`src/hsc_pkg.sv`:
```
// shared types and constants for the hsv/hsl to rgb converter
package hsc_pkg;

  typedef enum logic {
    MODEL_HSV = 1'b0,
    MODEL_HSL = 1'b1
  } color_model_e;

  // hue circle split into six sectors
  localparam int unsigned HUE_SECTORS = 6;

  // per-channel trapeze offset in sectors
  localparam int unsigned OFFS_RED   = 2;
  localparam int unsigned OFFS_GREEN = 0;
  localparam int unsigned OFFS_BLUE  = 4;

endpackage

```
`src/hsc_front.sv`:
```
// input clamp, hsl chroma and hexcone value stages
module hsc_front #(
  parameter int unsigned FRAC_BITS = 12,
  parameter int unsigned HUE_BITS  = 16
) (
  input  logic                   clk_i,
  input  logic                   rst_ni,
  input  logic                   en_i,
  input  logic                   valid_i,
  input  logic [HUE_BITS-1:0]    hue_i,
  input  logic [FRAC_BITS:0]     sat_i,
  input  logic [FRAC_BITS:0]     level_i,
  output logic                   valid_o,
  output logic [HUE_BITS+2:0]    hue6_o,
  output logic [FRAC_BITS:0]     sat_o,
  output logic [FRAC_BITS:0]     level_o,
  output logic [FRAC_BITS:0]     chroma_o,
  output logic [FRAC_BITS+1:0]   val_o
);
  import hsc_pkg::*;

  localparam int unsigned F = FRAC_BITS;
  localparam int unsigned H = HUE_BITS;
  localparam logic [F:0]   ONE  = {1'b1, {F{1'b0}}};
  localparam logic [F+1:0] ONE2 = {2'b01, {F{1'b0}}};

  logic [2:0]       vld_q;
  logic [H-1:0]     hue1_q;
  logic [F:0]       sat1_q, lvl1_q;
  logic [H+2:0]     hue2_q, hue3_q;
  logic [F:0]       sat2_q, lvl2_q, c2_q, sat3_q, lvl3_q, c3_q;
  logic [F+1:0]     v3_q;

  logic [F:0]       sat_c, lvl_c;
  logic [F+1:0]     twice, lvl_dev, compl_v;
  logic [2*F+1:0]   prod;
  logic [F+1:0]     v_d;

  assign sat_c   = (sat_i > ONE) ? ONE : sat_i;
  assign lvl_c   = (level_i > ONE) ? ONE : level_i;
  assign twice   = {lvl1_q, 1'b0};
  assign lvl_dev = (twice >= ONE2) ? (twice - ONE2) : (ONE2 - twice);
  assign compl_v = ONE2 - lvl_dev;
  assign prod    = compl_v[F:0] * sat1_q;
  assign v_d     = (F+2)'(c2_q >> 1) + (F+2)'(lvl2_q);

  always_ff @(posedge clk_i or negedge rst_ni) begin
    if (!rst_ni) begin
      vld_q <= '0;
    end else if (en_i) begin
      vld_q <= {vld_q[1:0], valid_i};
    end
  end

  always_ff @(posedge clk_i) begin
    if (en_i) begin
      hue1_q <= hue_i;
      sat1_q <= sat_c;
      lvl1_q <= lvl_c;
      hue2_q <= (H+3)'(hue1_q) * (H+3)'(HUE_SECTORS);
      sat2_q <= sat1_q;
      lvl2_q <= lvl1_q;
      c2_q   <= prod[2*F:F];
      hue3_q <= hue2_q;
      sat3_q <= sat2_q;
      lvl3_q <= lvl2_q;
      c3_q   <= c2_q;
      v3_q   <= v_d;
    end
  end

  assign valid_o  = vld_q[2];
  assign hue6_o   = hue3_q;
  assign sat_o    = sat3_q;
  assign level_o  = lvl3_q;
  assign chroma_o = c3_q;
  assign val_o    = v3_q;

endmodule

```
`src/hsc_div.sv`:
```
// pipelined restoring divider, one quotient bit per stage, for c*ONE/v
module hsc_div #(
  parameter int unsigned FRAC_BITS = 12,
  parameter int unsigned SIDE_W    = 8
) (
  input  logic                 clk_i,
  input  logic                 rst_ni,
  input  logic                 en_i,
  input  logic                 valid_i,
  input  logic [FRAC_BITS:0]   num_i,
  input  logic [FRAC_BITS+1:0] den_i,
  input  logic [SIDE_W-1:0]    side_i,
  output logic                 valid_o,
  output logic [FRAC_BITS:0]   quot_o,
  output logic [FRAC_BITS+1:0] den_o,
  output logic [SIDE_W-1:0]    side_o
);
  import hsc_pkg::*;

  localparam int unsigned F  = FRAC_BITS;
  localparam int unsigned RW = F + 3;

  logic               vld_q  [0:F];
  logic [RW-1:0]      rem_q  [0:F];
  logic [F:0]         quo_q  [0:F];
  logic [F+1:0]       den_q  [0:F];
  logic [SIDE_W-1:0]  side_q [0:F];

  for (genvar k = 0; k <= F; k++) begin : g_stage
    logic              vld_in;
    logic [RW-1:0]     rem_in, rem_sub, rem_nx;
    logic [F:0]        quo_in;
    logic [F+1:0]      den_in;
    logic [SIDE_W-1:0] side_in;
    logic              ge;

    if (k == 0) begin : g_first
      assign vld_in  = valid_i;
      assign rem_in  = RW'(num_i);
      assign quo_in  = '0;
      assign den_in  = den_i;
      assign side_in = side_i;
    end else begin : g_next
      assign vld_in  = vld_q[k-1];
      assign rem_in  = rem_q[k-1];
      assign quo_in  = quo_q[k-1];
      assign den_in  = den_q[k-1];
      assign side_in = side_q[k-1];
    end

    // with a nonzero divisor the remainder stays below twice the divisor, so the shift never drops bits
    assign ge      = rem_in >= RW'(den_in);
    assign rem_sub = ge ? (rem_in - RW'(den_in)) : rem_in;
    assign rem_nx  = {rem_sub[RW-2:0], 1'b0};

    always_ff @(posedge clk_i or negedge rst_ni) begin
      if (!rst_ni) begin
        vld_q[k] <= 1'b0;
      end else if (en_i) begin
        vld_q[k] <= vld_in;
      end
    end

    always_ff @(posedge clk_i) begin
      if (en_i) begin
        rem_q[k]  <= rem_nx;
        quo_q[k]  <= {quo_in[F-1:0], ge};
        den_q[k]  <= den_in;
        side_q[k] <= side_in;
      end
    end
  end

  assign valid_o = vld_q[F];
  assign quot_o  = quo_q[F];
  assign den_o   = den_q[F];
  assign side_o  = side_q[F];

endmodule

```
`src/hsc_chan.sv`:
```
// one output channel: trapeze on the sector position, then v*((1-s)+s*t)
module hsc_chan #(
  parameter int unsigned FRAC_BITS = 12,
  parameter int unsigned HUE_BITS  = 16,
  parameter int unsigned OFFSET    = 0
) (
  input  logic                 clk_i,
  input  logic                 en_i,
  input  logic [HUE_BITS+2:0]  hue6_i,
  input  logic [FRAC_BITS:0]   sat_i,
  input  logic [FRAC_BITS:0]   level_i,
  output logic [FRAC_BITS:0]   chan_o
);
  import hsc_pkg::*;

  localparam int unsigned F = FRAC_BITS;
  localparam int unsigned H = HUE_BITS;
  localparam int unsigned PW = H + 4;
  localparam logic [PW-1:0] H1   = PW'(1) << H;
  localparam logic [PW-1:0] H3   = PW'(3) << H;
  localparam logic [PW-1:0] SPAN = PW'(HUE_SECTORS) << H;
  localparam logic [PW-1:0] OFFS = PW'(OFFSET) << H;
  localparam logic [F:0]    ONE  = {1'b1, {F{1'b0}}};

  logic [PW-1:0]      p0, p, rise, fall, fall_raw;
  logic [H:0]         t;
  logic [H+F:0]       t_sh;
  logic [F:0]         tq_q, sat_a_q, lvl_a_q, sat_b_q, lvl_b_q;
  logic [2*F+1:0]     prod_d, prod_q;
  logic [F+1:0]       inner;
  logic [2*F+2:0]     outp;
  logic [F:0]         out_q;

  assign p0       = PW'(hue6_i) + OFFS;
  assign p        = (p0 >= SPAN) ? (p0 - SPAN) : p0;
  assign rise     = (p < H1) ? p : H1;
  assign fall_raw = p - H3;
  assign fall     = (p > H3) ? ((fall_raw > H1) ? H1 : fall_raw) : '0;
  assign t        = (H+1)'(rise - fall);
  assign t_sh     = ((H+F+1)'(t) << F) >> H;

  assign prod_d = sat_a_q * tq_q;
  assign inner  = (F+2)'(ONE - sat_b_q) + (F+2)'(prod_q >> F);
  assign outp   = lvl_b_q * inner;

  always_ff @(posedge clk_i) begin
    if (en_i) begin
      tq_q    <= t_sh[F:0];
      sat_a_q <= sat_i;
      lvl_a_q <= level_i;
      prod_q  <= prod_d;
      sat_b_q <= sat_a_q;
      lvl_b_q <= lvl_a_q;
      out_q   <= outp[2*F:F];
    end
  end

  assign chan_o = out_q;

endmodule

```
`src/hsv_hsl_to_rgb_converter_unit.sv`:
```
// top level of the hsv/hsl to rgb pixel converter
//
// Input channel in_valid_i/in_ready_o carries one pixel per transaction:
// hue_turn_i (fraction of a turn), sat_in_i and level_in_i (Q1.FRAC_BITS,
// values above one are clamped). Output channel out_valid_o/out_ready_i
// carries red/green/blue in Q1.FRAC_BITS.
// cfg_valid_i/cfg_ready_o writes color_model (0 hsv, 1 hsl); write it only
// while no pixel is in flight. It is always ready.
// Pipeline: 3 front stages, FRAC_BITS+1 divider stages, 1 select stage and
// 3 channel stages lie between input transaction and output valid. The hsl
// saturation divider, one quotient bit per stage, sets the depth.
// Throughput: one pixel per cycle. All stages advance together; when the
// receiver stalls with a result waiting, the whole pipeline holds and
// in_ready_o goes low, so nothing is dropped or repeated.
// Reset clears every valid bit and sets color_model to hsv.
module hsv_hsl_to_rgb_converter_unit #(
  parameter int unsigned FRAC_BITS = 12,
  parameter int unsigned HUE_BITS  = 16
) (
  input  logic                 clk_i,
  input  logic                 rst_ni,
  input  logic                 cfg_valid_i,
  output logic                 cfg_ready_o,
  input  logic                 cfg_data_i,
  input  logic                 in_valid_i,
  output logic                 in_ready_o,
  input  logic [HUE_BITS-1:0]  hue_turn_i,
  input  logic [FRAC_BITS:0]   sat_in_i,
  input  logic [FRAC_BITS:0]   level_in_i,
  output logic                 out_valid_o,
  input  logic                 out_ready_i,
  output logic [FRAC_BITS:0]   red_out_o,
  output logic [FRAC_BITS:0]   green_out_o,
  output logic [FRAC_BITS:0]   blue_out_o
);
  import hsc_pkg::*;

  localparam int unsigned F = FRAC_BITS;
  localparam int unsigned H = HUE_BITS;
  localparam int unsigned SIDE_W = 1 + (H + 3) + 2 * (F + 1);
  localparam logic [F:0] ONE = {1'b1, {F{1'b0}}};

  color_model_e     model_q;
  logic             en;

  logic             fr_valid;
  logic [H+2:0]     fr_hue6;
  logic [F:0]       fr_sat, fr_lvl, fr_c;
  logic [F+1:0]     fr_v;

  logic             dv_valid;
  logic [F:0]       dv_quot;
  logic [F+1:0]     dv_den;
  logic [SIDE_W-1:0] dv_side;

  color_model_e     sd_model;
  logic [H+2:0]     sd_hue6;
  logic [F:0]       sd_sat, sd_lvl;

  logic             sel_vld_q;
  logic [H+2:0]     sel_hue6_q;
  logic [F:0]       sel_sat_q, sel_lvl_q;
  logic [F:0]       ratio, v_sat;
  logic [2:0]       ch_vld_q;

  assign en          = !out_valid_o || out_ready_i;
  assign in_ready_o  = en;
  assign cfg_ready_o = 1'b1;

  always_ff @(posedge clk_i or negedge rst_ni) begin
    if (!rst_ni) begin
      model_q <= MODEL_HSV;
    end else if (cfg_valid_i) begin
      model_q <= color_model_e'(cfg_data_i);
    end
  end

  hsc_front #(.FRAC_BITS(F), .HUE_BITS(H)) u_front (
    .clk_i, .rst_ni, .en_i(en),
    .valid_i(in_valid_i), .hue_i(hue_turn_i), .sat_i(sat_in_i), .level_i(level_in_i),
    .valid_o(fr_valid), .hue6_o(fr_hue6), .sat_o(fr_sat), .level_o(fr_lvl),
    .chroma_o(fr_c), .val_o(fr_v)
  );

  hsc_div #(.FRAC_BITS(F), .SIDE_W(SIDE_W)) u_div (
    .clk_i, .rst_ni, .en_i(en),
    .valid_i(fr_valid), .num_i(fr_c), .den_i(fr_v),
    .side_i({model_q, fr_hue6, fr_sat, fr_lvl}),
    .valid_o(dv_valid), .quot_o(dv_quot), .den_o(dv_den), .side_o(dv_side)
  );

  assign sd_model = color_model_e'(dv_side[SIDE_W-1]);
  assign sd_hue6  = dv_side[SIDE_W-2 -: H+3];
  assign sd_sat   = dv_side[2*F+1:F+1];
  assign sd_lvl   = dv_side[F:0];

  // zero value or a ratio above one gives zero saturation
  assign ratio = ((dv_den == '0) || (dv_quot > ONE)) ? '0 : dv_quot;
  assign v_sat = (dv_den > (F+2)'(ONE)) ? ONE : dv_den[F:0];

  always_ff @(posedge clk_i or negedge rst_ni) begin
    if (!rst_ni) begin
      sel_vld_q <= 1'b0;
      ch_vld_q  <= '0;
    end else if (en) begin
      sel_vld_q <= dv_valid;
      ch_vld_q  <= {ch_vld_q[1:0], sel_vld_q};
    end
  end

  always_ff @(posedge clk_i) begin
    if (en) begin
      sel_hue6_q <= sd_hue6;
      sel_sat_q  <= (sd_model == MODEL_HSL) ? ratio : sd_sat;
      sel_lvl_q  <= (sd_model == MODEL_HSL) ? v_sat : sd_lvl;
    end
  end

  hsc_chan #(.FRAC_BITS(F), .HUE_BITS(H), .OFFSET(OFFS_RED)) u_red (
    .clk_i, .en_i(en), .hue6_i(sel_hue6_q), .sat_i(sel_sat_q), .level_i(sel_lvl_q),
    .chan_o(red_out_o)
  );

  hsc_chan #(.FRAC_BITS(F), .HUE_BITS(H), .OFFSET(OFFS_GREEN)) u_green (
    .clk_i, .en_i(en), .hue6_i(sel_hue6_q), .sat_i(sel_sat_q), .level_i(sel_lvl_q),
    .chan_o(green_out_o)
  );

  hsc_chan #(.FRAC_BITS(F), .HUE_BITS(H), .OFFSET(OFFS_BLUE)) u_blue (
    .clk_i, .en_i(en), .hue6_i(sel_hue6_q), .sat_i(sel_sat_q), .level_i(sel_lvl_q),
    .chan_o(blue_out_o)
  );

  assign out_valid_o = ch_vld_q[2];

endmodule

```
`config.mk`:
```
export PLATFORM = sky130hd
export DESIGN_NAME = hsv_hsl_to_rgb_converter_unit
export DESIGN_NICKNAME = d
export VERILOG_FILES = /design/src/hsc_pkg.sv /design/src/hsc_front.sv /design/src/hsc_div.sv /design/src/hsc_chan.sv /design/src/hsv_hsl_to_rgb_converter_unit.sv
export SDC_FILE = /design/constraint.sdc
export NUM_CORES = 2
export LEC_CHECK = 0
export BUFFER_PORTS_ARGS = -buffer_cell sky130_fd_sc_hd__buf_2
export CORE_MARGIN = 2
export CORE_UTILIZATION = 49
export DETAILED_ROUTE_END_ITERATION = 8
export GPL_TIMING_DRIVEN = 0
export PLACE_DENSITY = 0.71
export SLEW_MARGIN = 10
export SYNTH_ARGS = -nofsm -noshare
export SYNTH_HDL_FRONTEND = slang
export SYNTH_SLANG_ARGS = --single-unit
export TNS_END_PERCENT = 10
```
`constraint.sdc`:
```
create_clock -name clk_i -period 92.2 [get_ports clk_i]
set_clock_uncertainty 0.2 [all_clocks]
set_input_delay 18.44 -clock clk_i [delete_from_list [all_inputs] [get_ports clk_i]]
set_output_delay 18.44 -clock clk_i [all_outputs]
set_load 0.01 [all_outputs]
```
# Word level (Yosys, flattened, before mapping)
# Memory sizes are Yosys's and may differ from the RTL's.
# Index checks and enable logic that the tools add are counted.
[totals]
register_bits = 444
ramBits = 1131
latch_bits = 0
n_memories = 4
rom_bits = 0
in_bits = 48
[memory_table]
columns = ["name", "words", "word_bits", "read_ports", "rd_ports_with_merged_regs", "write_ports", "line", "source"]
rows = [
  ["u_div.side_q", 13, 46, 13, 0, 13, "hsc_div.sv:27", "logic [SIDE_W-1:0] side_q [0:F];"],
  ["u_div.den_q", 13, 14, 13, 0, 13, "hsc_div.sv:26", "logic [F+1:0] den_q [0:F];"],
  ["u_div.rem_q", 13, 14, 12, 0, 13, "hsc_div.sv:24", "logic [RW-1:0] rem_q [0:F];"],
  ["u_div.quo_q", 13, 13, 13, 0, 13, "hsc_div.sv:25", "logic [F:0] quo_q [0:F];"],
]
[classes]
eq_ne = 0
mux = 32
n_addsub = 32
bitwise_logic = 0
multipliers = 8
magnitude_cmp = 30
shift = 0
n_div = 0
n_reduce_logical = 4
[op_table]
columns = ["cell", "n"]
rows = [
  ["$mux 14", 13],
  ["$ge 15x14->1", 12],
  ["$sub 14x14->14", 12],
  ["$mux 17", 9],
  ["$mul 13x13->26", 3],
  ["$mul 13x14->25", 3],
  ["$mux 13", 5],
  ["$gt 20x17->1 const B", 3],
  ["$gt 20x18->1 const B", 3],
  ["$lt 20x17->1 const B", 3],
  ["$mux 20", 3],
  ["$sub 20x18->20 const B", 3],
  ["$sub 17x17->17", 3],
  ["$add 14x14->14", 3],
  ["$ge 20x19->1 const B", 2],
  ["$sub 20x19->20 const B", 2],
  ["$gt 13x13->1 const B", 3],
  ["$sub 13x13->13 const A", 2],
  ["$mul 13x13->25", 1],
  ["$add 19x18->20 const B", 1],
  ["$add 19x19->20 const B", 1],
  ["$sub 19x19->20 const B", 1],
  ["$ge 19x19->1 const B", 1],
  ["$mul 16x2->18 const B", 1],
  ["other kinds (11)", 13],
]

# Depth between registers and ports, before layout
[logic_depth]
ltp_word = 8
ltp_mapped = 34
ltp_nobuf = 33

# Hierarchy
# A second synthesis with hierarchy kept.
[hier_totals]
hier_cells = 8311
hier_area_um2 = 101133.2
[by_module_without_submodules]
columns = ["mod", "seq_area_each_um2", "area_per_inst_um2", "n_inst", "cells_each"]
rows = [
  ["hsc_div", 31525.2, 42140.4, 1, 2561],
  ["hsc_chan (u_red)", 2762.6, 15054.4, 1, 1555],
  ["hsc_chan (u_blue)", 2762.6, 15044.4, 1, 1537],
  ["hsc_chan (u_green)", 2762.6, 14933.1, 1, 1547],
  ["hsc_front", 5180.0, 11926.4, 1, 983],
  ["hsv_hsl_to_rgb_converter_unit", 1476.4, 2034.5, 1, 128],
]

# Worst setup path after synthesis
# OpenSTA, ideal clock, no wires.
[synth_timing]
kind = "input -> output"
startpoint = "input port out_ready_i"
endpoint = "output port in_ready_o"
path_stages = 2
arrival_time_ns = 56.863
slack_ns = 16.697
path_cell_list = "nand2b_1 > clkbuf_1"
[synth_between]
elab_chain_cells = 1
[synth_rtl]
columns = ["item", "line", "source"]
rows = [
  ["from (decl)", "hsv_hsl_to_rgb_converter_unit.sv:31", "input logic out_ready_i,"],
  ["$logic_or 1x1->1", "hsv_hsl_to_rgb_converter_unit.sv:66", "assign en = !out_valid_o || out_ready_i;"],
  ["to (decl)", "hsv_hsl_to_rgb_converter_unit.sv:26", "output logic in_ready_o,"],
]
# Every way passes these cells.

# Worst setup path after layout
# Ends and elaborated chain as after synthesis.

==> out/qor.txt <==
================================================================================
Met1 demand-to-capacity share in global routing                            25.8%
Routability congestion estimate                                            0.948
Biggest area contributors in the synthesized netlist                edfxtp_1 44%, fa_1 18%, ha_1 9.9%, inv_1 5.4%, and2_1 3.6%
Antenna viol nets, final                                                       0
Starting Density                                                           49.4%
Kind of capture point of the worst setup path                       primary output
Number of cells on the worst hold path                                         0
Die X                                                                     445 um
Status                                                              finished, final reports clean
Global route overflow                                                          0
Main synth FF type                                                      edfxtp_1
Fin crit period                                                         39.85 ns
Row Count                                                                    161
Detailed-router iteration count before antenna repair                          6
Final layout net count                                                      9883
Number of violations of the max-capacitance limit                              0
Least-Margin Pin Slew                                                    1.13 ns
Number of slew-limit violations in the final report                            0
Initial antenna violation count                                                7
Number of vias in the routed layout                                        57100
Largest net degree at the start of global routing                             69
Wire length of the first global-routing pass                           322000 um
Fraction of final layout cells with drive strength greater than 1          6.19%
Average instance area after synthesis                                  12.0 um^2
Final WL                                                               200000 um
Netlist area before placement                                         95300 um^2
Clock buffers created by TritonCTS                                           151
Arrival time at the worst endpoint                                      21.21 ns
Final hold violation count                                                     0
Max FO, Critical Path                                                         64
Count of state elements after synthesis                                     1433
Worst-case setup margin in the final layout                             52.35 ns
Kind of critical path                                                  in -> out
Fraction of the core area covered by cells at the end of the flow          54.3%
Most crowded layer after global routing                                     met2
Synth async-reset ratio                                                    1.47%
Clk slew on worst S/H paths                                              0.06 ns
Count of hold-fix buffers inserted at cts                                      0
Setup violators final                                                          0
Top-count cell post-synth                                               edfxtp_1
Relative area change from synthesis to final layout                        9.98%
Worst reg-to-reg path cell count                                              33
Clock latency at the later pin of the worst-skew pair                    0.81 ns
Number of antenna diodes                                                       0
Setup Slack @ Placement                                                 52.34 ns
Clock net sink count                                                        1433
Number of buffer cells added on primary ports                                 88
CTS tree                                                                    done
Aggregate global-route resource usage                                      20.7%
Met2 Use GR                                                                35.4%
Detailed Place HPWL                                                    154000 um
Total Die Area                                                       198000 um^2
Period utilisation layout                                                  43.2%
Upper clock frequency limit                                             25.1 MHz
Net count after synthesis                                                   9617
Cells after Synth                                                           7941
Max Root-Sink Buffers                                                          3
Via count of the first global-routing pass                                 60700
Starting DRC count in detailed routing                                      3619
CORE AREA                                                            193000 um^2
Cell accounting for the most synthesized area                           edfxtp_1
Met3 Resource Use GR                                                       3.37%
Type of the worst min-delay path                                      reg -> reg
Vias/cell                                                                   5.26
Sort of element at the start of the critical path                   primary input
Sum Neg Setup Slack                                                         0 ns
Critical path required time                                             73.56 ns
Die outline height                                                        445 um
Top Ports                                                                     90
Synth cell count leaders                                            1412 x edfxtp_1, 1366 x inv_1, 875 x fa_1
Post-CTS setup repair buffer count                                             0
Cell at the root of the clock tree                                     clkbuf_16
Share of the yosys chip area belonging to registers                        45.0%
Area share of the leading cell type in the synthesized netlist             44.5%
Flop2flop setup slack                                                   81.77 ns
Count of unresolved DRC violations after routing                               0
Worst hold margin                                                       0.201 ns
Post-synthesis cell type count                                                88
Warnings, synthesis                                                            0
Number of enable flip-flop cells after synthesis                            1412
Setup repair after global routing missed its margin                        false
H-tree depth                                                                   4
Post-CTS resize count                                                          0
Wirelength per Cell                                                      18.4 um
Relative slew margins                                                      24.9%
================================================================================
[worst max-delay path, cell delays in order]
cell and delay [ns]:
buf_2 0.07, nand2b_1 0.13, clkbuf_4 0.57, buf_16 0.35, buf_16 0.30, buf_16 0.29, buf_16 0.31, buf_16 0.30
buf_2 0.21
[sequential cells by signal, indices dropped and copies added, names as in the netlist, 14 cells and up]
name            cells
u_div.side_q      585
u_div.den_q       182
u_div.rem_q       168
u_div.quo_q        91
sel_hue6_q         18
u_front.hue2_q     18
u_front.hue6_o     18
u_front.hue1_q     16
u_blue.prod_q      14
u_front.val_o      14
u_green.prod_q     14
u_red.prod_q       14
[cells in the final DEF, fill, tap and decap left out, types with 22 or more instances in the layout]
cell type	synthesis	layout
clkbuf_16	0	151
buf_2	12	100
edfxtp_1	1412	1412
a21o_1	80	80
ha_1	753	753
a22o_1	24	24
xnor2_1	220	220
nor2_1	279	279
nand2b_1	41	41
xor2_1	80	80
nand2_1	838	838
clkinv_1	2	25
o21a_1	64	64
clkbuf_1	234	269
nor4_1	31	31
and2_1	550	550
nor2b_1	104	104
inv_1	1366	1366
o21ai_0	136	136
a21oi_1	141	141
mux2i_1	25	25
a21boi_0	31	31
fa_1	875	875
mux2_2	131	131
bufinv_16	0	22
nor3_1	86	86
nand3_1	50	50
nand4_1	43	43
o21bai_1	24	24
[area by class of cell]
type	instances	area (um^2)
Timing Repair Buffer	113	1100
Inverter	1368	5130
Buffer	250	965
Fill cell	16000	88100
Multi-Input combinational cell	4890	46300
Tap cell	2526	3160
Clock buffer	187	3910
Clock inverter	93	1340
Sequential cell	1433	42900
[routing by layer]
layer | share of wire [%] | vias up | wire [um]
li1 | - | 26700 | -
met2 | 49 | 1542 | 98600
met5 | 0.019 | - | 39
met3 | 5.5 | 469 | 11000
met4 | 4.8 | 4 | 9550
met1 | 40 | 28400 | 81000
[path summary, 6_finish.rpt]
| kind | startpoint | end |
|---|---|---|
| hold / removal | sel_sat_q[2] | u_red.sat_a_q[2] |
| setup reg to reg | u_red.sat_b_q[0] | u_green.chan_o[12] |
| min in group asynchronous | rst_ni | sel_vld_q |
| setup / recovery | out_ready_i | in_ready_o |
| hold reg to reg | sel_sat_q[2] | u_red.sat_a_q[2] |
| max in group asynchronous | rst_ni | u_div.g_stage[1].vld_in |
[logic make-up (layout without fill, tap and decap cells)]
logic type | after synthesis | after routing | synth area share, %
AND/OR/NAND/NOR | 2130 | 2130 | 11.0
adder cells (fa/ha/maj) | 1628 | 1628 | 28.3
buffers and inverters | 1618 | 2011 | 6.39
flip-flops | 1433 | 1433 | 45.0
AO/OA/AOI/OAI | 674 | 674 | 4.76
XOR/XNOR | 300 | 300 | 2.76
multiplexers | 157 | 157 | 1.82
other | 1 | 1 | 0.00393
[through the flow]
stage | instances | area, um^2
floorplan | 7941 | 95300
global placement | 10600 | 98900
global route | 10900 | 105000
CTS | 10900 | 105000
finish | 10900 | 105000
detailed placement | 10600 | 99600
Power is not shown: default switching activity piles up to over one toggle a cycle in this logic, so the estimate is an artifact.
